## config.mk

```make
export PLATFORM = sky130hd
export DESIGN_NAME = presence_sensor_qualifier
export DESIGN_NICKNAME = d
export VERILOG_FILES = /design/src/sv/psq_pkg.sv /design/src/sv/presence_sensor_qualifier.sv
export SDC_FILE = /design/constraint.sdc
export NUM_CORES = 1
export LEC_CHECK = 0
export ABC_AREA = 1
export BUFFER_PORTS_ARGS = -buffer_cell sky130_fd_sc_hd__buf_2
export CELL_PAD_IN_SITES_DETAIL_PLACEMENT = 0
export CELL_PAD_IN_SITES_GLOBAL_PLACEMENT = 1
export CORE_MARGIN = 10
export CORE_UTILIZATION = 46
export DETAILED_ROUTE_END_ITERATION = 8
export PLACE_DENSITY = 0.87
export SLEW_MARGIN = 20
export SYNTH_ARGS = -nofsm -noshare
export SYNTH_HDL_FRONTEND = slang
export SYNTH_SLANG_ARGS = --single-unit
```

## constraint.sdc

```tcl
create_clock -name clk -period 11.35 [get_ports clk]
set_input_delay 0.5675 -clock clk [delete_from_list [all_inputs] [get_ports clk]]
set_output_delay 0.5675 -clock clk [all_outputs]
set_load 0.005 [all_outputs]
```

## src/sv/psq_pkg.sv

```systemverilog
// Shared constants, types and helpers for the presence sensor qualifier.
// No dependencies; used by presence_sensor_qualifier.
`default_nettype none

package psq_pkg;

  localparam int CNT_W = 16;
  localparam int CFG_IDX_W = 3;

  typedef logic [CNT_W-1:0] cnt_t;
  typedef logic [CFG_IDX_W-1:0] cfg_idx_t;

  // Qualifier phase codes
  typedef logic [2:0] phase_t;
  localparam phase_t PH_INIT  = 3'd0;
  localparam phase_t PH_IDLE  = 3'd1;
  localparam phase_t PH_ENTER = 3'd2;
  localparam phase_t PH_HERE  = 3'd3;
  localparam phase_t PH_EXIT  = 3'd4;

  // Configuration register indexes
  localparam cfg_idx_t REG_TRIGGER    = 3'd0;
  localparam cfg_idx_t REG_ERROR      = 3'd1;
  localparam cfg_idx_t REG_ENTER_WIN  = 3'd2;
  localparam cfg_idx_t REG_EXIT_WIN   = 3'd3;
  localparam cfg_idx_t REG_STAY_SHORT = 3'd4;
  localparam cfg_idx_t REG_STAY_LONG  = 3'd5;
  localparam cfg_idx_t REG_ABSENT     = 3'd6;

  // Register reset values
  localparam cnt_t RST_TRIGGER    = 16'd50;
  localparam cnt_t RST_ERROR      = 16'd20;
  localparam cnt_t RST_ENTER_WIN  = 16'd300;
  localparam cnt_t RST_EXIT_WIN   = 16'd500;
  localparam cnt_t RST_STAY_SHORT = 16'd500;
  localparam cnt_t RST_STAY_LONG  = 16'd6000;
  localparam cnt_t RST_ABSENT     = 16'd500;

  localparam cnt_t CNT_MAX = '1;

  // Saturating increment
  function automatic cnt_t inc_sat(input cnt_t v);
    return (v == CNT_MAX) ? v : cnt_t'(v + cnt_t'(1));
  endfunction

  // Saturating sum compared against a limit; the 17-bit sum gives the same
  // answer as the clamped one since the limit never exceeds the clamp value
  function automatic logic sum_reaches(input cnt_t a, input cnt_t b, input cnt_t lim);
    logic [CNT_W:0] s;
    s = {1'b0, a} + {1'b0, b};
    return s >= {1'b0, lim};
  endfunction

endpackage

`default_nettype wire

```

## src/sv/presence_sensor_qualifier.sv

```systemverilog
// Presence sensor qualifier: phase qualifier, stay/absence timers, edge pulses.
// Depends on psq_pkg.
//
// Usage:
//   Input channel (in_valid/in_ready, sensor_level) carries one sensor sample
//   per beat; a low level means a person is sensed. Each accepted beat yields
//   exactly one result beat on the output channel (out_valid/out_ready) with
//   present, leaving, stay_short, stay_long, absent_held, enter_pulse and
//   exit_pulse.
//   The result of a beat accepted at one edge is valid after that edge.
//   Throughput is one beat per cycle while the receiver does not stall; the
//   whole update is saturating increments, 17-bit adds and compares in
//   front of the state registers.
//   The result register is refilled in the cycle it is taken, so in_ready is
//   high whenever the result slot is empty or being drained. While the
//   receiver stalls, in_ready drops and the result and all state hold.
//   Reset clears state and flags and loads the register defaults
//   (trigger 50, error 20, enter window 300, exit window 500, short stay
//   500, long stay 6000, absent hold 500). Writes through cfg_wr_en take
//   effect at the next edge; index 7 is ignored.
`default_nettype none

module presence_sensor_qualifier (
  input  wire logic                   clk,
  input  wire logic                   rst,
  // configuration
  input  wire logic                   cfg_wr_en,
  input  wire psq_pkg::cfg_idx_t      cfg_index,
  input  wire psq_pkg::cnt_t          cfg_data,
  // sample channel
  input  wire logic                   in_valid,
  output logic                        in_ready,
  input  wire logic                   sensor_level,
  // result channel
  output logic                        out_valid,
  input  wire logic                   out_ready,
  output logic                        present,
  output logic                        leaving,
  output logic                        stay_short,
  output logic                        stay_long,
  output logic                        absent_held,
  output logic                        enter_pulse,
  output logic                        exit_pulse
);

  // Configuration registers
  psq_pkg::cnt_t trigger_count, error_count, enter_window, exit_window;
  psq_pkg::cnt_t stay_short_ticks, stay_long_ticks, absent_hold_ticks;

  // Qualifier and timer state
  psq_pkg::phase_t phase, phase_next;
  psq_pkg::cnt_t   active_run, active_run_next;
  psq_pkg::cnt_t   idle_run, idle_run_next;
  psq_pkg::cnt_t   stay_ticks, stay_ticks_next;
  psq_pkg::cnt_t   gone_ticks, gone_ticks_next;
  logic present_flag, present_flag_next;
  logic leaving_flag, leaving_flag_next;
  logic short_flag, short_flag_next;
  logic long_flag, long_flag_next;
  logic held_flag, held_flag_next;
  logic enter_pulse_next, exit_pulse_next;

  logic accept;
  logic sensed;
  psq_pkg::cnt_t stay_inc, gone_inc, active_inc, idle_inc;

  assign in_ready = !out_valid || out_ready;
  assign accept   = in_valid && in_ready;
  assign sensed   = !sensor_level;

  assign stay_inc   = psq_pkg::inc_sat(stay_ticks);
  assign gone_inc   = psq_pkg::inc_sat(gone_ticks);
  assign active_inc = psq_pkg::inc_sat(active_run);
  assign idle_inc   = psq_pkg::inc_sat(idle_run);

  // Timing stage: works on the previous beat's present/leaving flags
  always_comb begin
    stay_ticks_next = stay_ticks;
    gone_ticks_next = gone_ticks;
    short_flag_next = short_flag;
    long_flag_next  = long_flag;
    held_flag_next  = held_flag;
    if (present_flag) begin
      held_flag_next  = 1'b0;
      gone_ticks_next = '0;
      if (!leaving_flag) begin
        stay_ticks_next = stay_inc;
        if (stay_inc >= stay_long_ticks) begin
          stay_ticks_next = stay_long_ticks;
          long_flag_next  = 1'b1;
        end else if (stay_inc >= stay_short_ticks) begin
          short_flag_next = 1'b1;
        end
      end else if (!short_flag) begin
        stay_ticks_next = '0;
      end
    end else begin
      stay_ticks_next = '0;
      short_flag_next = 1'b0;
      long_flag_next  = 1'b0;
      gone_ticks_next = gone_inc;
      if (gone_inc >= absent_hold_ticks) begin
        gone_ticks_next = absent_hold_ticks;
        held_flag_next  = 1'b1;
      end
    end
  end

  // Phase qualifier
  always_comb begin
    phase_next        = phase;
    active_run_next   = active_run;
    idle_run_next     = idle_run;
    present_flag_next = present_flag;
    leaving_flag_next = leaving_flag;
    case (phase)
      psq_pkg::PH_INIT: begin
        present_flag_next = 1'b0;
        leaving_flag_next = 1'b0;
        phase_next        = psq_pkg::PH_IDLE;
      end
      psq_pkg::PH_IDLE: begin
        present_flag_next = 1'b0;
        leaving_flag_next = 1'b0;
        if (sensed) begin
          active_run_next = active_inc;
          if (active_inc >= trigger_count) begin
            active_run_next = '0;
            idle_run_next   = '0;
            phase_next      = psq_pkg::PH_ENTER;
          end
        end else begin
          active_run_next = '0;
        end
      end
      psq_pkg::PH_ENTER: begin
        present_flag_next = 1'b0;
        leaving_flag_next = 1'b0;
        if (sensed) begin
          active_run_next = active_inc;
          if (psq_pkg::sum_reaches(active_inc, idle_run, enter_window))
            phase_next = psq_pkg::PH_HERE;
        end else if (idle_inc >= error_count) begin
          active_run_next = '0;
          idle_run_next   = '0;
          phase_next      = psq_pkg::PH_IDLE;
        end else begin
          idle_run_next = idle_inc;
          if (psq_pkg::sum_reaches(active_run, idle_inc, enter_window))
            phase_next = psq_pkg::PH_HERE;
        end
      end
      psq_pkg::PH_HERE: begin
        present_flag_next = 1'b1;
        leaving_flag_next = 1'b0;
        if (!sensed) begin
          idle_run_next = idle_inc;
          if (idle_inc >= trigger_count) begin
            active_run_next = '0;
            idle_run_next   = '0;
            phase_next      = psq_pkg::PH_EXIT;
          end
        end else begin
          idle_run_next = '0;
        end
      end
      psq_pkg::PH_EXIT: begin
        present_flag_next = 1'b1;
        leaving_flag_next = 1'b1;
        if (!sensed) begin
          idle_run_next = idle_inc;
          if (psq_pkg::sum_reaches(active_run, idle_inc, exit_window))
            phase_next = psq_pkg::PH_IDLE;
        end else if (active_inc >= error_count) begin
          active_run_next = '0;
          idle_run_next   = '0;
          phase_next      = psq_pkg::PH_HERE;
        end else begin
          active_run_next = active_inc;
          if (psq_pkg::sum_reaches(active_inc, idle_run, exit_window))
            phase_next = psq_pkg::PH_IDLE;
        end
      end
      default: begin
        // unreachable codes fall back to the initial phase
        phase_next        = psq_pkg::PH_INIT;
        leaving_flag_next = 1'b0;
      end
    endcase
  end

  // Edge stage: present_flag always equals the last reported presence
  assign enter_pulse_next = present_flag_next && !present_flag;
  assign exit_pulse_next  = !present_flag_next && present_flag;

  // Configuration registers
  always_ff @(posedge clk) begin
    if (rst) begin
      trigger_count     <= psq_pkg::RST_TRIGGER;
      error_count       <= psq_pkg::RST_ERROR;
      enter_window      <= psq_pkg::RST_ENTER_WIN;
      exit_window       <= psq_pkg::RST_EXIT_WIN;
      stay_short_ticks  <= psq_pkg::RST_STAY_SHORT;
      stay_long_ticks   <= psq_pkg::RST_STAY_LONG;
      absent_hold_ticks <= psq_pkg::RST_ABSENT;
    end else if (cfg_wr_en) begin
      case (cfg_index)
        psq_pkg::REG_TRIGGER:    trigger_count     <= cfg_data;
        psq_pkg::REG_ERROR:      error_count       <= cfg_data;
        psq_pkg::REG_ENTER_WIN:  enter_window      <= cfg_data;
        psq_pkg::REG_EXIT_WIN:   exit_window       <= cfg_data;
        psq_pkg::REG_STAY_SHORT: stay_short_ticks  <= cfg_data;
        psq_pkg::REG_STAY_LONG:  stay_long_ticks   <= cfg_data;
        psq_pkg::REG_ABSENT:     absent_hold_ticks <= cfg_data;
        default: ;
      endcase
    end
  end

  // State and result registers, updated once per accepted beat
  always_ff @(posedge clk) begin
    if (rst) begin
      phase        <= psq_pkg::PH_INIT;
      active_run   <= '0;
      idle_run     <= '0;
      stay_ticks   <= '0;
      gone_ticks   <= '0;
      present_flag <= 1'b0;
      leaving_flag <= 1'b0;
      short_flag   <= 1'b0;
      long_flag    <= 1'b0;
      held_flag    <= 1'b0;
      enter_pulse  <= 1'b0;
      exit_pulse   <= 1'b0;
      out_valid    <= 1'b0;
    end else begin
      if (accept) begin
        phase        <= phase_next;
        active_run   <= active_run_next;
        idle_run     <= idle_run_next;
        stay_ticks   <= stay_ticks_next;
        gone_ticks   <= gone_ticks_next;
        present_flag <= present_flag_next;
        leaving_flag <= leaving_flag_next;
        short_flag   <= short_flag_next;
        long_flag    <= long_flag_next;
        held_flag    <= held_flag_next;
        enter_pulse  <= enter_pulse_next;
        exit_pulse   <= exit_pulse_next;
        out_valid    <= 1'b1;
      end else if (out_ready) begin
        out_valid <= 1'b0;
      end
    end
  end

  // Flags only change on an accepted beat, which needs a free result slot
  assign present     = present_flag;
  assign leaving     = leaving_flag;
  assign stay_short  = short_flag;
  assign stay_long   = long_flag;
  assign absent_held = held_flag;

  // Checks
  a_pulse_excl: assert property (@(posedge clk) disable iff (rst)
    out_valid |-> !(enter_pulse && exit_pulse))
    else $error("enter and exit pulse in the same beat");

  a_enter_present: assert property (@(posedge clk) disable iff (rst)
    (out_valid && enter_pulse) |-> present)
    else $error("enter pulse without presence");

  a_exit_absent: assert property (@(posedge clk) disable iff (rst)
    (out_valid && exit_pulse) |-> !present)
    else $error("exit pulse while present");

  a_leave_present: assert property (@(posedge clk) disable iff (rst)
    (out_valid && leaving) |-> present)
    else $error("exit window open without presence");

  a_held_short: assert property (@(posedge clk) disable iff (rst)
    out_valid |-> !(absent_held && stay_short))
    else $error("absence hold and short stay both set");

endmodule

`default_nettype wire

```

* Word-level counts from Yosys, hierarchy flattened
Cells that the tools add are included.
Operators by class: eq/ne operators 31, add/sub/neg operators 6, reduce and logical (&&, ||, !) cells 28, $lt $le $gt $ge 11, multiplexer cells 54
Operators with widths (number):
- 2-to-1 mux 16 bit | 26
- one-hot mux 16 bit (4 select lines) | 2
- >= comparator 16 bit | 7
- >= comparator 17 x 16 -> 1 bit | 4
- adder 16 x 1 -> 16 bit, second input constant | 4
- == test 16 bit, second input constant | 4
- 2-to-1 mux 3 bit | 12
- adder 16 x 16 -> 17 bit | 2
- AND reduction 2 bit | 9
- inequality test 2 bit, second input constant | 8
- inequality test 3 bit, second input constant | 5
- one-hot mux 3 bit (5 select lines) | 1
- == test 3 x 2 -> 1 bit, second input constant | 4
- == test 3 bit, second input constant | 4
- 2-to-1 mux 1 bit | 12
- AND reduction 6 bit | 2
- AND reduction 9 bit | 1
- inequality test 4 bit, second input constant | 2
- == test 3 x 1 -> 1 bit, second input constant | 2
- zero test 3 bit | 2
- inequality test 2 x 1 -> 1 bit, second input constant | 2
- AND reduction 4 bit | 1
- nonzero test 2 bit | 2
- nonzero test 4 bit | 1
- other kinds (7) | 11
Storage, ports and cells: bits of input ports 25, bits in registers 187, output and inout bits 9

* Logic depth before layout (Yosys ltp)
depth after elaboration 8, depth in mapped cells 35, gate-level depth less buffers 35

* Worst setup path after synthesis
Ideal clock, no wire load.
kind flip-flop to flip-flop, start point reg active_run[1], end point reg phase[1], clock period less this slack 4.323 ns, data arrival time 4.208 ns, cell stages (with the launch flop) 35, path buffers 0, library setup time 0.115 ns, required time 11.235 ns, slack 7.027 ns, cells stage by stage dfxtp_1 ha_1 inv_1 nor3_1 nand2_1 nor2_2 xor2_1 inv_1 ha_1 fa_1 nand3_1 nand2_1 nand2_1 nand3_1 nand3_1 nand2_1 nand3_1 nand2_1 xor2_1 ha_1 nand2_1 inv_1 nand2_1 nor2_1 a21oi_1 nand2_1 nand2_1 nand2_1 nand2_1 nand2_1 nand3_1 nor2_1 nand3_1 nand2_1 nor2_1
Between the ends: word-level cells in the longest chain between the ends 6, elaborated cells on any way between the ends 20
RTL lines:
- start: declaration | line presence_sensor_qualifier.sv:52 | psq_pkg::cnt_t active_run, active_run_next;
- start signal: assignment | line presence_sensor_qualifier.sv:239 | active_run <= active_run_next;
- adder 16 x 1 -> 16 bit or == test 16 bit (tied branches) | line psq_pkg.sv:43 | return (v == CNT_MAX) ? v : cnt_t'(v + cnt_t'(1));
- 2-to-1 mux 16 bit | line psq_pkg.sv:43
- adder 16 x 16 -> 17 bit or >= comparator 16 bit (tied branches) | line psq_pkg.sv:50, presence_sensor_qualifier.sv:174
- >= comparator 17 x 16 -> 1 bit or 2-to-1 mux 3 bit (tied branches) | line psq_pkg.sv:51, presence_sensor_qualifier.sv:174
- inequality test 4 bit (no source line) (tied with other cells)
- AND reduction 9 bit (no source line) or one-hot mux 3 bit (5 select lines) (tied branches)
- end signal: assignment | line presence_sensor_qualifier.sv:223 | phase <= psq_pkg::PH_INIT;
- end signal: assignment | line presence_sensor_qualifier.sv:238 | phase <= phase_next;
- end: declaration | line presence_sensor_qualifier.sv:51 | psq_pkg::phase_t phase, phase_next;
Several ways; a longest one is shown, not always the timed one. A chain may end at the register's enable or synchronous reset.

* Worst setup path in the final report
start point reg active_run[1], end point reg phase[2]
Same word-level chain as after synthesis.

==> flow_summary.rst <==
.. list-table::
   :header-rows: 1

   * - Metric
     - Value
   * - Status
     - completed
   * - Die area
     - 0.03868 mm^2
   * - Number of vias in the routed layout
     - 13601
   * - Layout Nets
     - 2331
   * - Worst hold-check slack
     - 0.3913 ns
   * - Core area
     - roughly 0.031 mm^2
   * - Post-synth EDFFs
     - 0
   * - Endpoint of the most critical register-to-register path
     - phase[2]
   * - FFs w/ async S/R, synth
     - 0%
   * - Leak
     - 7.475 nW
   * - Final-report max-slew violation count
     - 0
   * - Cell at the root of the clock tree
     - sky130_fd_sc_hd__clkbuf_16
   * - Clock tree skew after final layout
     - 0.01085 ns
   * - Area fraction of the dominant cell type after synthesis
     - approximately a quarter
   * - Register-to-register path setup slack
     - between 6 and 7 ns
   * - Number of clock buffers inserted by TritonCTS
     - 17
   * - Number of top-level pins
     - 34
   * - Crit share post-route
     - 45.82%
   * - Placer's final routability congestion estimate
     - roughly 0.99
   * - Total setup violations reported at the end of the flow
     - 0
   * - DIE HEIGHT
     - 196.7 um
   * - Number of H-tree levels
     - 4
   * - Transition time of the tightest slew-check pin
     - 1.037 ns
   * - Post-CTS Setup Repair Bufs
     - 0
   * - Flip-flop and latch count after synthesis
     - 187
   * - Average size of a mapped cell
     - approximately 6.9 um^2
   * - CP Data Arrival Time
     - 5.56 ns
   * - Worst path setup slack after routing
     - 6.150 ns
   * - Number of cell instances on the worst register-to-register path
     - 34
   * - Number of buffer cells added on primary ports
     - 33
   * - Cell type group with the largest total delay on the critical path
     - simple AND/OR/NAND/NOR gates
   * - Overall routing resource usage
     - about 23%
   * - Vias/cell
     - ~5.4
   * - Critical path startpoint category
     - flop
   * - Synth area leaders
     - sky130_fd_sc_hd__dfxtp_1 26%, sky130_fd_sc_hd__ha_1 19%, sky130_fd_sc_hd__nand2_1 12%
   * - Type of the most critical hold path
     - input port to flop
   * - Slowest stage cell, crit path
     - sky130_fd_sc_hd__dfxtp_1
   * - Post-cts gate resize count
     - 0
   * - Buffer levels on the longest clock path
     - 2
   * - Clock-pin slew reported for the worst setup and hold paths after clock tree synthesis
     - 0.08 ns
   * - Total inserted antenna cells
     - 0
   * - Sequential fraction of the synthesis area
     - between 20% and 30%
   * - Dominant register cell in the synthesized netlist
     - sky130_fd_sc_hd__dfxtp_1
   * - Worst Hold Path Cells
     - 4
   * - Required time at the worst-slack endpoint
     - between 10 and 15 ns
   * - Hold buffer count at cts
     - 0
   * - Cell repeated most along the worst path
     - sky130_fd_sc_hd__nand2_1
   * - Clock tree from TritonCTS
     - done
   * - Netlist cell types
     - 50
   * - Number of standard cells in the final layout excluding fillers
     - 2499
   * - Synthesis-to-layout area growth
     - 7.468%
   * - DRC violation count after routing
     - 0
   * - Die width
     - 196.7 um
   * - Detailed Routing Iterations Pass 1
     - 6
   * - Maximum fanout count along the critical path
     - 6
   * - Setup slack after placement
     - 6.244 ns
   * - Worst-case hold path end point
     - out_valid
   * - Largest net degree at the start of global routing
     - ~110
   * - Count of endpoints failing hold in the final timing report
     - 0
   * - Endpoint kind of the worst setup timing path
     - flop
   * - Sum of net half-perimeters after detailed placement
     - around 34000 um
   * - Most instantiated library cell after synthesis
     - sky130_fd_sc_hd__nand2_1
   * - Sum of negative setup slack
     - 0 ns
   * - Most frequent cells after synthesis
     - 461 x sky130_fd_sc_hd__nand2_1, 280 x sky130_fd_sc_hd__a21oi_1, 266 x sky130_fd_sc_hd__inv_1
   * - Number of antenna violations at the first check in global routing
     - 0
   * - Cell area after synthesis
     - 0.01436 mm^2
   * - Cell Count Post-Placement
     - roughly 2500
   * - Min Tclk post-route
     - 5.200 ns
   * - Total nets after synthesis
     - 2324
   * - Num rows
     - 64
   * - CTS sink count
     - 187
   * - Critical path's largest stage delay
     - 0.48 ns
   * - Total wire length
     - ~44000 um
   * - Power density relative to cell area
     - 107.1 mW/mm^2
   * - Initial cell density of the core
     - 46.81%
   * - Wirelength per Cell
     - 17.46 um
   * - Skew-Pair Late Insertion Delay
     - between 0.4 and 0.5 ns
   * - CP bufs+invs
     - 3
   * - Number of cells produced by synthesis
     - 2083
   * - Min-Delay Startpoint
     - out_ready
   * - Count of max-cap constraint violations
     - 0
   * - FMAX
     - 192.3 MHz
   * - Largest area contributor in the netlist
     - sky130_fd_sc_hd__dfxtp_1
   * - Residual antenna-violating net count after detailed routing
     - 0
   * - WS Path Type
     - flop to flop
   * - YS warnings
     - 0
   * - Global-route wire length before repair
     - between 60000 and 70000 um
   * - Tightest slew margin relative to the limit
     - 30.59%
   * - Worst reg2reg path startpoint
     - active_run[1]
   * - Largest vdd supply drop
     - 0.1040 mV
   * - Grt ovf
     - 0
   * - Proportion of layout cells with a drive suffix above 1
     - 5.659%
   * - Vias in the first global route
     - 12925
   * - RSZ-0062 raised after global routing
     - false
   * - 1st-iter DRT viols
     - 870
placed cells by master, fill, tap and decap left out, types with 4 or more instances in the layout:
cell | netlist | final
sky130_fd_sc_hd__clkbuf_16 | 0 | 17
sky130_fd_sc_hd__xor2_1 | 44 | 44
sky130_fd_sc_hd__nand3_1 | 67 | 66
sky130_fd_sc_hd__nor2_1 | 146 | 146
sky130_fd_sc_hd__o21ai_1 | 9 | 9
sky130_fd_sc_hd__nor3_1 | 31 | 31
sky130_fd_sc_hd__nor2_2 | 12 | 12
sky130_fd_sc_hd__dfxtp_1 | 187 | 187
sky130_fd_sc_hd__xnor2_1 | 18 | 18
sky130_fd_sc_hd__buf_2 | 5 | 33
sky130_fd_sc_hd__inv_2 | 10 | 11
sky130_fd_sc_hd__o211ai_1 | 48 | 48
sky130_fd_sc_hd__nor3_2 | 4 | 4
sky130_fd_sc_hd__inv_1 | 266 | 265
sky130_fd_sc_hd__ha_1 | 214 | 214
sky130_fd_sc_hd__a31oi_1 | 10 | 10
sky130_fd_sc_hd__nand2_1 | 461 | 461
sky130_fd_sc_hd__o21ai_0 | 129 | 129
sky130_fd_sc_hd__o21a_1 | 8 | 8
sky130_fd_sc_hd__a21oi_1 | 280 | 280
sky130_fd_sc_hd__o21bai_1 | 4 | 4
sky130_fd_sc_hd__a211oi_1 | 5 | 5
sky130_fd_sc_hd__nand2_2 | 4 | 4
sky130_fd_sc_hd__nand4_1 | 34 | 34
sky130_fd_sc_hd__buf_4 | 0 | 8
area by class of cell:
cell class	count	area, um^2
fillers	3137	15240
repair buffers	41	225.2
inverters	278	1046
flip-flops and latches	187	3744
clock inverters	10	107.6
multi-input cells	1565	9338
well taps	396	495.5
clock buffers	22	474.2
worst max path at each step:
stage                     cells after the start          start       end
after floorplan                              34  active_run[1]  phase[1]
after global placement                       34  active_run[1]  phase[1]
after detailed placement                     34  active_run[1]  phase[1]
after CTS                                    34  active_run[1]  phase[1]
after global routing                         34  active_run[1]  phase[2]
final                                        34  active_run[1]  phase[2]
worst reg2reg max path, delay by kind of cell, from the launching register on:
kind / cells / cell delay (ns)
compound gates: 1 / 0.09
xor+xnor: 2 / 0.56
fa+ha+maj: 4 / 1.16
buf+inv: 3 / 0.26
flops: 1 / 0.48
simple gates: 24 / 2.54
layer usage:
layer | wire length [um] | GRT usage [%]
met1 | 20350 | 29.17
met4 | 1822 | 10.47
met3 | 1710 | 2.648
met2 | 19760 | 36.81
met5 | 0 | 0
power by group:
group | internal, W | switching [W]
sequential | 0.000678 | 0.0000164
clock | 0.000324 | 0.000282
combinational | 0.0000902 | 0.000261
total | 0.00109 | 0.000560
registers in the layout, summed over array words and instances (netlist names), 3 cells and up:
| signal | count |
|---|---|
| stay_long_ticks | 16 |
| stay_short_ticks | 16 |
| error_count | 16 |
| active_run | 16 |
| phase | 3 |
| enter_window | 16 |
| exit_window | 16 |
| gone_ticks | 16 |
| idle_run | 16 |
| trigger_count | 16 |
| stay_ticks | 16 |
| absent_hold_ticks | 16 |
cells by family (layout without fill, tap and decap cells):
kind of cell,after synthesis,after routing,synth area share [%]
AOI/OAI and AO/OA,512,512,19.52
xor gates and xnor gates,62,62,3.782
adders and majority gates,216,216,18.93
buffers and inverters,331,351,8.924
DFF,187,187,26.07
and+or+nand+nor,775,775,22.77
per-stage QoR:
stage          area (um^2)  utilization, %   power, W
3_5_place_dp         14840           48.40   0.001054
4_1_cts              15420           50.29   0.001659
2_1_floorplan        14360               -  0.0009522
5_1_grt              15430           50.31   0.001729
6_report             15430           50.31   0.001652
3_3_place_gp         14840           48.40   0.001049
No activity file was read; power rests on OpenSTA's default activity.
